===== src/hdl/smbd_pkg.sv =====
// Shared types, codes and helpers for the sticky modifier button decoder.
// No dependencies; imported by smbd_core and the top level.
package smbd_pkg;

  localparam logic [7:0] WINDOW_RESET = 8'd3;
  localparam int NUM_MODS = 4;

  typedef enum logic [3:0] {
    OP_BRIGHT_DOWN = 4'd0,
    OP_BRIGHT_UP   = 4'd1,
    OP_SCROLL_DOWN = 4'd2,
    OP_SCROLL_UP   = 4'd3,
    OP_DIRECTION   = 4'd4,
    OP_FN          = 4'd5,
    OP_MENU        = 4'd6,
    OP_TABLET      = 4'd7,
    OP_OTHER       = 4'd8
  } opcode_t;

  typedef enum logic [4:0] {
    ACT_NONE          = 5'd0,
    ACT_BRIGHT_DOWN   = 5'd1,
    ACT_BRIGHT_UP     = 5'd2,
    ACT_WHEEL_DOWN    = 5'd3,
    ACT_WHEEL_UP      = 5'd4,
    ACT_PAGE_DOWN     = 5'd5,
    ACT_PAGE_UP       = 5'd6,
    ACT_ROTATE_TOGGLE = 5'd7,
    ACT_TABLET_ROTATE = 5'd8,
    ACT_LAUNCH        = 5'd9,
    ACT_FN_PROMPT     = 5'd10,
    ACT_ALT_PROMPT    = 5'd11,
    ACT_ALTFN_PROMPT  = 5'd12,
    ACT_CFG_PROMPT    = 5'd13,
    ACT_SCROLL_TOGGLE = 5'd14,
    ACT_LOCK_TOGGLE   = 5'd15,
    ACT_UNSUPPORTED   = 5'd16
  } action_t;

  typedef enum logic [1:0] {
    MOD_FN   = 2'd0,
    MOD_ALT  = 2'd1,
    MOD_BOTH = 2'd2,
    MOD_CFG  = 2'd3
  } mod_t;

  typedef struct packed {
    action_t     action;
    logic [3:0]  launch_index;
    logic        clear_display;
    logic        scroll_page_mode;
    logic        rotation_locked;
  } result_t;

  // Launch keys are numbered in rows of five per modifier, one per button.
  function automatic logic [3:0] launch_key(input mod_t m, input logic [2:0] k);
    logic [3:0] base;
    case (m)
      MOD_ALT:  base = 4'd5;
      MOD_BOTH: base = 4'd10;
      default:  base = 4'd0;
    endcase
    return base + {1'b0, k};
  endfunction

endpackage


===== src/hdl/smbd_core.sv =====
// Modifier state, mode flags, window register and the per-event decision.
// Depends on smbd_pkg.
module smbd_core
  import smbd_pkg::*;
(
  input  logic        clk,
  input  logic        rst,
  input  logic        cfg_we,
  input  logic [7:0]  cfg_wdata,
  input  logic        step,
  input  logic [3:0]  op_raw,
  input  logic [31:0] now,
  output result_t     result
);

  logic [NUM_MODS-1:0] arm_bit;
  logic [NUM_MODS-1:0] arm_bit_next;
  logic [31:0]         stamp [NUM_MODS];
  logic [NUM_MODS-1:0] stamp_load;
  logic                page_mode;
  logic                page_mode_next;
  logic                lock_flag;
  logic                lock_flag_next;
  logic [7:0]          window;
  logic [NUM_MODS-1:0] live;
  logic [2:0]          k;
  opcode_t             op;

  assign op = opcode_t'(op_raw);
  assign k  = 3'(op_raw - 4'd2);

  always_comb begin
    for (int m = 0; m < NUM_MODS; m++) begin
      live[m] = arm_bit[m] && ((now - stamp[m]) < {24'd0, window});
    end
  end

  always_comb begin
    arm_bit_next          = arm_bit;
    stamp_load            = '0;
    page_mode_next        = page_mode;
    lock_flag_next        = lock_flag;
    result.action         = ACT_NONE;
    result.launch_index   = 4'd0;
    result.clear_display  = 1'b0;
    case (op)
      OP_BRIGHT_DOWN: begin
        result.action = ACT_BRIGHT_DOWN;
        arm_bit_next  = '0;
      end
      OP_BRIGHT_UP: begin
        result.action = ACT_BRIGHT_UP;
        arm_bit_next  = '0;
      end
      OP_TABLET: begin
        result.action = lock_flag ? ACT_NONE : ACT_TABLET_ROTATE;
        arm_bit_next  = '0;
      end
      OP_SCROLL_DOWN, OP_SCROLL_UP, OP_DIRECTION, OP_FN, OP_MENU: begin
        if (live[MOD_FN]) begin
          arm_bit_next[MOD_FN] = 1'b0;
          if (op == OP_MENU) begin
            arm_bit_next          = '0;
            arm_bit_next[MOD_CFG] = 1'b1;
            stamp_load[MOD_CFG]   = 1'b1;
            result.action         = ACT_CFG_PROMPT;
          end else begin
            result.action       = ACT_LAUNCH;
            result.launch_index = launch_key(MOD_FN, k);
          end
        end else if (live[MOD_ALT]) begin
          arm_bit_next[MOD_ALT] = 1'b0;
          if (op == OP_FN) begin
            arm_bit_next[MOD_BOTH] = 1'b1;
            stamp_load[MOD_BOTH]   = 1'b1;
            result.action          = ACT_ALTFN_PROMPT;
          end else begin
            result.action       = ACT_LAUNCH;
            result.launch_index = launch_key(MOD_ALT, k);
          end
        end else if (live[MOD_BOTH]) begin
          arm_bit_next[MOD_BOTH] = 1'b0;
          result.action          = ACT_LAUNCH;
          result.launch_index    = launch_key(MOD_BOTH, k);
        end else if (live[MOD_CFG]) begin
          arm_bit_next[MOD_CFG] = 1'b0;
          result.clear_display  = 1'b1;
          if (op == OP_SCROLL_DOWN || op == OP_SCROLL_UP) begin
            page_mode_next = ~page_mode;
            result.action  = ACT_SCROLL_TOGGLE;
          end else if (op == OP_DIRECTION) begin
            lock_flag_next = ~lock_flag;
            result.action  = ACT_LOCK_TOGGLE;
          end else begin
            result.action = ACT_NONE;
          end
        end else begin
          case (op)
            OP_SCROLL_DOWN: result.action = page_mode ? ACT_PAGE_DOWN : ACT_WHEEL_DOWN;
            OP_SCROLL_UP:   result.action = page_mode ? ACT_PAGE_UP : ACT_WHEEL_UP;
            OP_DIRECTION:   result.action = ACT_ROTATE_TOGGLE;
            OP_FN: begin
              arm_bit_next[MOD_FN] = 1'b1;
              stamp_load[MOD_FN]   = 1'b1;
              result.action        = ACT_FN_PROMPT;
            end
            default: begin
              arm_bit_next[MOD_ALT] = 1'b1;
              stamp_load[MOD_ALT]   = 1'b1;
              result.action         = ACT_ALT_PROMPT;
            end
          endcase
        end
      end
      default: begin
        result.action = ACT_UNSUPPORTED;
      end
    endcase
    result.scroll_page_mode = page_mode_next;
    result.rotation_locked  = lock_flag_next;
  end

  always_ff @(posedge clk) begin
    if (rst) begin
      arm_bit   <= '0;
      page_mode <= 1'b0;
      lock_flag <= 1'b0;
      window    <= WINDOW_RESET;
    end else begin
      if (cfg_we) begin
        window <= cfg_wdata;
      end
      if (step) begin
        arm_bit   <= arm_bit_next;
        page_mode <= page_mode_next;
        lock_flag <= lock_flag_next;
      end
    end
  end

  // Stamps only matter while the matching armed bit is set.
  always_ff @(posedge clk) begin
    for (int m = 0; m < NUM_MODS; m++) begin
      if (step && stamp_load[m]) begin
        stamp[m] <= now;
      end
    end
  end

endmodule


===== src/hdl/sticky_modifier_button_decoder.sv =====
// Sticky modifier button decoder, top level: input register, decision core, result register.
// An accepted beat waits in the input register until the result register is free or taken.
// Throughput: one beat per cycle while results are taken; input stalls only when both
// registers are full and the result is not taken; the combinational core sets this rate.
// Reset (rst, synchronous): all modifiers disarmed, wheel mode, unlocked, window 3 seconds.
// Depends on smbd_pkg and smbd_core.
module sticky_modifier_button_decoder
  import smbd_pkg::*;
(
  input  logic        clk,
  input  logic        rst,
  input  logic        cfg_we,
  input  logic [7:0]  cfg_wdata,
  input  logic        in_valid,
  output logic        in_ready,
  input  logic [3:0]  opcode,
  input  logic [31:0] now_seconds,
  output logic        out_valid,
  input  logic        out_ready,
  output logic [4:0]  action,
  output logic [3:0]  launch_index,
  output logic        clear_display,
  output logic        scroll_page_mode,
  output logic        rotation_locked
);

  logic        hold_valid;
  logic [3:0]  hold_op;
  logic [31:0] hold_now;
  logic        res_valid;
  result_t     res;
  result_t     core_res;
  logic        advance;
  logic        step;

  assign advance  = !res_valid || out_ready;
  assign in_ready = !hold_valid || advance;
  assign step     = hold_valid && advance;

  smbd_core u_core (
    .clk       (clk),
    .rst       (rst),
    .cfg_we    (cfg_we),
    .cfg_wdata (cfg_wdata),
    .step      (step),
    .op_raw    (hold_op),
    .now       (hold_now),
    .result    (core_res)
  );

  always_ff @(posedge clk) begin
    if (rst) begin
      hold_valid <= 1'b0;
      res_valid  <= 1'b0;
    end else begin
      if (in_ready) begin
        hold_valid <= in_valid;
      end
      if (advance) begin
        res_valid <= hold_valid;
      end
    end
  end

  always_ff @(posedge clk) begin
    if (in_valid && in_ready) begin
      hold_op  <= opcode;
      hold_now <= now_seconds;
    end
    if (step) begin
      res <= core_res;
    end
  end

  assign out_valid        = res_valid;
  assign action           = res.action;
  assign launch_index     = res.launch_index;
  assign clear_display    = res.clear_display;
  assign scroll_page_mode = res.scroll_page_mode;
  assign rotation_locked  = res.rotation_locked;

endmodule


===== config.mk =====
export PLATFORM = sky130hd
export DESIGN_NAME = sticky_modifier_button_decoder
export DESIGN_NICKNAME = d
export VERILOG_FILES = /design/src/hdl/smbd_pkg.sv /design/src/hdl/smbd_core.sv /design/src/hdl/sticky_modifier_button_decoder.sv
export SDC_FILE = /design/constraint.sdc
export NUM_CORES = 1
export LEC_CHECK = 0
export ABC_AREA = 1
export ABC_CLOCK_PERIOD_IN_PS = 13930
export CORE_MARGIN = 4
export CORE_UTILIZATION = 40
export DETAILED_ROUTE_END_ITERATION = 8
export DONT_BUFFER_PORTS = 1
export SYNTH_ARGS = -nofsm -noshare
export SYNTH_HDL_FRONTEND = slang
export SYNTH_SLANG_ARGS = --single-unit

===== constraint.sdc =====
create_clock -name clk -period 13.93 [get_ports clk]
set_input_delay 2.786 -clock clk [delete_from_list [all_inputs] [get_ports clk]]
set_output_delay 2.786 -clock clk [all_outputs]
set_load 0.005 [all_outputs]

==> qor.yml, run 1 <==
status:
  outcome: "finished clean"
worst_setup_path:
  cp_cell_sequence: "inv_1 -> nand3_1"
  end_kind: "primary output"
  slowest_delay_ps: 120
  path_buf_inv: 1
  critical_path.top_delay_family: "simple AND/OR/NAND/NOR gates"
  crit_fanout: 3
  worstReg2RegStart: "hold_now[0]"
  cp-start-kind: "input port"
  crit_type: "input port to primary output"
  startpoint: "out_ready"
  cp.arrival_ps: 2960
  cp_slowest_cell: "nand3_1"
  crit_required_ps: 11140
yosys:
  synth-seq-area-share: 0.314
  yosys.area_share.adder: 0.115
  synth_area_mm2: 0.0178
  synth_top_area_share: 0.296
  syn_inst: 2715
  yosys_warnings: 0
  yosys.area_share.simple: 0.370
  ys_types: 47
  yosys.area.top_type: "edfxtp_1"
  yosys-top-cells-area: "edfxtp_1 (30%), nand2_1 (19%), inv_1 (12%), ha_1 (11%), nor2_1 (5.4%)"
  avgSynthCellArea_um2: 6.57
  syn-num-nets: 2926
  synth_flop_cell: "edfxtp_1"
  synth_top_family_by_area: "simple AND/OR/NAND/NOR gates"
  ys_ff_latch: 192
  async_flop_share: 0
  synthMuxAreaShare: 0
  synthXorXnorAreaFrac: 0.0157
  synth-edff-count: 176
  synth_compound_area_frac: 0.0641
sta:
  min_period_over_period: 0.412
  grt_setup_unrepaired: "no"
  final.setup_skew_ps: 14.1
  worstMarginPinSlew_ps: 933
  fmax_mhz: 174
  slew_headroom: 0.377
  slew_viol_final: 0
  setup_viol: 0
  setup_tns_ps: 0
  final.min_clock_period_ps: 5750
  hold_violations: 0
drt:
  via_count: 16900
  wl_per_cell_um: 17.0
  detail-route-antenna-nets: 0
  drc: 0
  drt-vias-per-instance: 5.06
  drt_first_pass_iters: 6
  drt_wl_total_um: 56900
  drt-initial-drc-count: 1296
layout:
  final_area_mm2: 0.0193
  num-nets-final: 2950
  area_growth_pct: 7.91
  stdcell_count: 3345
  layout_common_cells: "nand2_1 (922), inv_1 (555), nor2_1 (255)"
  final_common_cell: "nand2_1"
  drive_above_1_share: 0.0494
clocking:
  postCtsSetupBuffers: 0
  path_clk_slew_ps: 80
  htreeDepth: 4
  cts_buffers: 17
  ctsHoldBuffers: 0
  cts.repair.resized: 0
  clk_latency_ps: 470
  clk_path_buf_depth: 2
  cts_tree: "built"
  root_buffer: "clkbuf_16"
  cts.sinks: 192
placed_design:
  place_congestion: 0.936
  hpwl_um: 45700
  place_inst: 3312
  portBuffers: 0
  placed_cell_area_mm2: 0.0187
grt:
  grt_pass1_vias: 15900
  grt.overflow.total: 0
  grt_use_total: 0.239
  antenna_found_initial: 6
  grt_max_degree: 37
  grt_pass1_wl_um: 87900
min_path:
  min_from: "u_core.arm_bit[2]"
  hold_path_class: "flop to flop"
floorplan:
  coreArea_mm2: 0.0441
  dieArea_mm2: 0.0481
  initial_core_util: 0.404
  std_cell_rows: 77
  fp.dieH_um: 219
  io_pins: 63
  die_w_um: 219
power_and_ir_drop:
  peakVddDrop_v: 0.0000918
  power_leakage_uw: 0.0101
  powerDensity_mw_per_mm2: 78.8
  power_uw: 1520
run:
  cap_viol_max_count: 0
## cell usage after synthesis, types with 2 or more instances
cell and instances:
a211oi_1 2, a21o_1 2, a21oi_1 129, a21oi_2 4, and2_1 8, clkinv_1 2, dfxtp_1 16, edfxtp_1 176
fa_1 4, ha_1 158, inv_1 556, inv_2 12, nand2_1 922, nand2_2 30, nand2_4 2, nand2b_1 2
nand3_1 178, nand3_2 8, nand3b_1 32, nand4_1 32, nor2_1 256, nor2_2 19, nor2_4 3, nor3_1 24
nor3_2 8, nor4_1 9, o211ai_1 3, o21a_1 2, o21ai_0 53, o21ai_1 3, o21bai_1 11, or2_1 4
xnor2_1 7, xor2_1 25
## power breakdown
group          internal [µW]  total, µW  switching [µW]
Clock                    244        507             263
Sequential               644        672            27.9
Combinational            109        339             230
Total                    998       1520             521
## worst paths after layout
check / end / depth (start not counted) / slack (ps)
setup / recovery: in_ready / 2 / 8180
hold / removal: u_core.arm_bit[2] / 2 / 460
setup reg to reg: u_core.stamp[3][0] / 22 / 9440
hold reg to reg: u_core.arm_bit[2] / 2 / 460
## sequential cells by signal (all words and copies together) (netlist names)
name and count:
u_core.stamp 128, hold_now 32, u_core.window 8, action 5, hold_op 4, launch_index 4
u_core.arm_bit 4, clear_display 1, hold_valid 1, out_valid 1, rotation_locked 1, scroll_page_mode 1
u_core.lock_flag 1, u_core.page_mode 1
## per-stage QoR
stage,setup WS (ps),utilization,hold WS (ps)
floorplan,7750,-,433
global placement,8170,0.423,449
detailed placement,8180,0.423,453
CTS,8180,0.436,464
global route,8160,0.436,490
finish,8180,0.436,461
## routing by layer
layer	GRT usage	vias to the layer above	wire, µm
met1	0.308	7781	25300
met4	0.108	0	2610
li1	-	8611	-
met2	0.401	443	26200
met3	0.0294	94	2770
met5	0	-	0
## kinds of logic (layout without fill, tap and decap cells)
kind of cell | after synthesis | count (layout)
and+or+nand+nor | 1542 | 1542
adders and majority gates | 162 | 162
other | 0 | 1
AOI/OAI and AO/OA | 213 | 213
xor gates and xnor gates | 32 | 32
buffers and inverters | 574 | 611
DFF | 192 | 192
## final cells by class
type	instances	area, µm²
multi-input cells	1949	10100
fillers	4709	24900
clock inverters	15	179
repair buffers	8	60.1
flip-flops and latches	192	5610
inverters	571	2150
clock buffers	17	425
diodes	1	2.50
well taps	592	741
## tightest hold or removal path: cells and delay by family (launching register included)
| family | cells | cell delay (ps) |
|---|---|---|
| and+or+nand+nor | 1 | 60 |
| DFF | 1 | 320 |
| AOI/OAI and AO/OA | 1 | 50 |
No activity file was read; power rests on OpenSTA's default activity.
==> inputs of run 2 (changes only) <==
- ABC_CLOCK_PERIOD_IN_PS: 13930 -> 5600
- clock period: 13.93 -> 5.6 ns (I/O delays scaled with it)
==> run 2 against run 1 <==
Combinational power is 150% higher. First-iteration DRC count about the same. Routed wire length grew 2.5%. Core utilization about the same. Critical path depth grew 18. Sequential power rose to 2.5 times the previous value.
==> qor.yml, run 2 (synthesized netlist as in run 1, its figures left out) <==
drt:
  detail-route-antenna-nets: 0  # unchanged
  drc: 0  # unchanged
  drt-vias-per-instance: 5.02  # -0.73%
  drt_first_pass_iters: 8  # +2
  via_count: 16800  # -0.73%
  wl_per_cell_um: 17.4  # +2.5%
  drt-initial-drc-count: 1297  # +0.077%
  drt_wl_total_um: 58300  # +2.5%
power_and_ir_drop:
  combinationalPowerShare: 0.223  # about the same
  p_int_uw: 2480  # +150%
  switching_share: 0.343  # about the same
  power_leakage_uw: 0.0101  # -0.12%
  peakVddDrop_v: 0.000226  # +150%
  clock_power_share: 0.331  # -0.003
  p_switching_uw: 1290  # +150%
  powerDensity_mw_per_mm2: 196  # +150%
  power_frac_seq: 0.445  # +0.002
  power_uw: 3770  # +150%
run:
  cap_viol_max_count: 0  # unchanged
sta:
  final.setup_skew_ps: 20.6  # +6.48 ps
  grt_setup_unrepaired: "no"
  worstMarginPinSlew_ps: 947  # +14.1 ps
  fmax_mhz: 233
  hold_violations: 0  # unchanged
  setup_viol: 0  # unchanged
  final.min_clock_period_ps: 4290
  slew_viol_final: 0  # unchanged
  setup_tns_ps: 0  # unchanged
  min_period_over_period: 0.767
  slew_headroom: 0.369  # -0.00850
worst_setup_path:
  crit_type: "flop to flop"
  crit_required_ps: 5710  # -5430 ps
  cp-start-kind: "flop"
  cp.arrival_ps: 4410  # +1450 ps
  end_kind: "flop"
  crit_fanout: 32  # +29
layout:
  largest_register_ffs: 128  # unchanged
  layout_common_cells: "nand2_1 (922), inv_1 (555), nor2_1 (255)"
  largest-register: "u_core.stamp"
  multi_input_area_mm2: 0.0101  # unchanged
  final_common_cell: "nand2_1"
  top_regs: "u_core.stamp (128), hold_now (32), u_core.window (8)"
  seq_area_mm2: 0.00561  # unchanged
  fillCellCount: 4777  # +1.4%
  stdcell_count: 3345  # unchanged
  drive_above_1_share: 0.0487  # -0.000709
  area_growth_pct: 7.82  # about the same
  num-nets-final: 2949  # -0.034%
clocking:
  clk_path_buf_depth: 2  # unchanged
  cts.repair.resized: 0  # unchanged
  root_buffer: "clkbuf_16"
  clk_latency_ps: 480  # about the same
  cts_buffers: 17  # unchanged
  cts_tree: "built"
  ctsHoldBuffers: 0  # unchanged
  cts.sinks: 192  # unchanged
  path_clk_slew_ps: 80  # about the same
  postCtsSetupBuffers: 0  # unchanged
  htreeDepth: 4  # unchanged
floorplan:
  fp.dieH_um: 219  # unchanged
  dieArea_mm2: 0.0481  # unchanged
  coreArea_mm2: 0.0441  # unchanged
  std_cell_rows: 77  # unchanged
  io_pins: 63  # unchanged
  die_w_um: 219  # unchanged
  initial_core_util: 0.404  # unchanged
grt:
  grt_max_degree: 37  # unchanged
  grt.overflow.total: 0  # unchanged
  grt_pass1_wl_um: 89800  # +2.1%
  antenna_found_initial: 3  # -3
  grt_pass1_vias: 16500  # +3.7%
  grt_use_total: 0.244  # +0.00516
status:
  outcome: "finished clean"
min_path:
  hold_path_class: "flop to flop"
placed_design:
  hpwl_um: 47000  # +2.8%
  place_congestion: 0.952  # +1.8%
  portBuffers: 0  # unchanged
  place_inst: 3311  # -0.030%
[run 2: layout make-up]
class                           count  share of cell area
Sequential cell                   192               0.291
Clock inverter                     14             0.00845
Antenna cell                        2            0.000260
Clock buffer                       18              0.0223
Multi-Input combinational cell   1949               0.525
Inverter                          571               0.112
Tap cell                          592              0.0385
Timing Repair Buffer                7             0.00273
[run 2: layer usage]
metal / GRT usage / wire length, µm / share of wire
met5: 0 / 0 / 0
met4: 0.0935 / 2360 / 0.040
met3: 0.0267 / 2500 / 0.043
met2: 0.432 / 28100 / 0.48
met1: 0.305 / 25400 / 0.44
[run 2: power groups by stage]
| stage | clock (µW) | combinational, µW | sequential (µW) |
|---|---|---|---|
| 3_5_place_dp | 0 | 829 | 1720 |
| 4_1_cts | 1280 | 833 | 1680 |
| 3_3_place_gp | 0 | 822 | 1710 |
| 2_1_floorplan | 0 | 618 | 1660 |
| 6_report | 1250 | 841 | 1680 |
| 5_1_grt | 1330 | 959 | 1680 |
[run 2: worst paths after layout]
check / startpoint / to / slack [ps] / depth (start not counted)
setup reg to reg: hold_now[2] / u_core.stamp[0][16] / 1310 / 20
hold reg to reg: u_core.arm_bit[2] / u_core.arm_bit[2] / 480 / 2
setup / recovery: hold_now[2] / u_core.stamp[0][16] / 1310 / 20
hold / removal: u_core.arm_bit[2] / u_core.arm_bit[2] / 480 / 2
[run 2: metrics by stage]
step                hold slack, ps  instance area, µm²   util  worst slack, ps
floorplan                      433               17800      -              195
global placement               450               18600  0.423             1340
detailed placement             460               18600  0.423             1300
CTS                            472               19200  0.436             1280
global route                   517               19200  0.436              871
finish                         476               19200  0.436             1310
[run 2: worst max-delay path, stage by stage, from the launching register on]
cell and delay [ps]:
edfxtp_1 570, ha_1 430, or2_1 240, and2_1 190, xor2_1 160, ha_1 300
nand2_1 50, o21ai_0 190, nand3_1 90, nand2_1 90, nand3_1 170, nand2_1 120
nor2_1 50, nand3_1 140, nor2_4 90, nand2_4 110, nand2_8 90, nor2_2 200
inv_2 80, nor3_2 100, buf_4 440
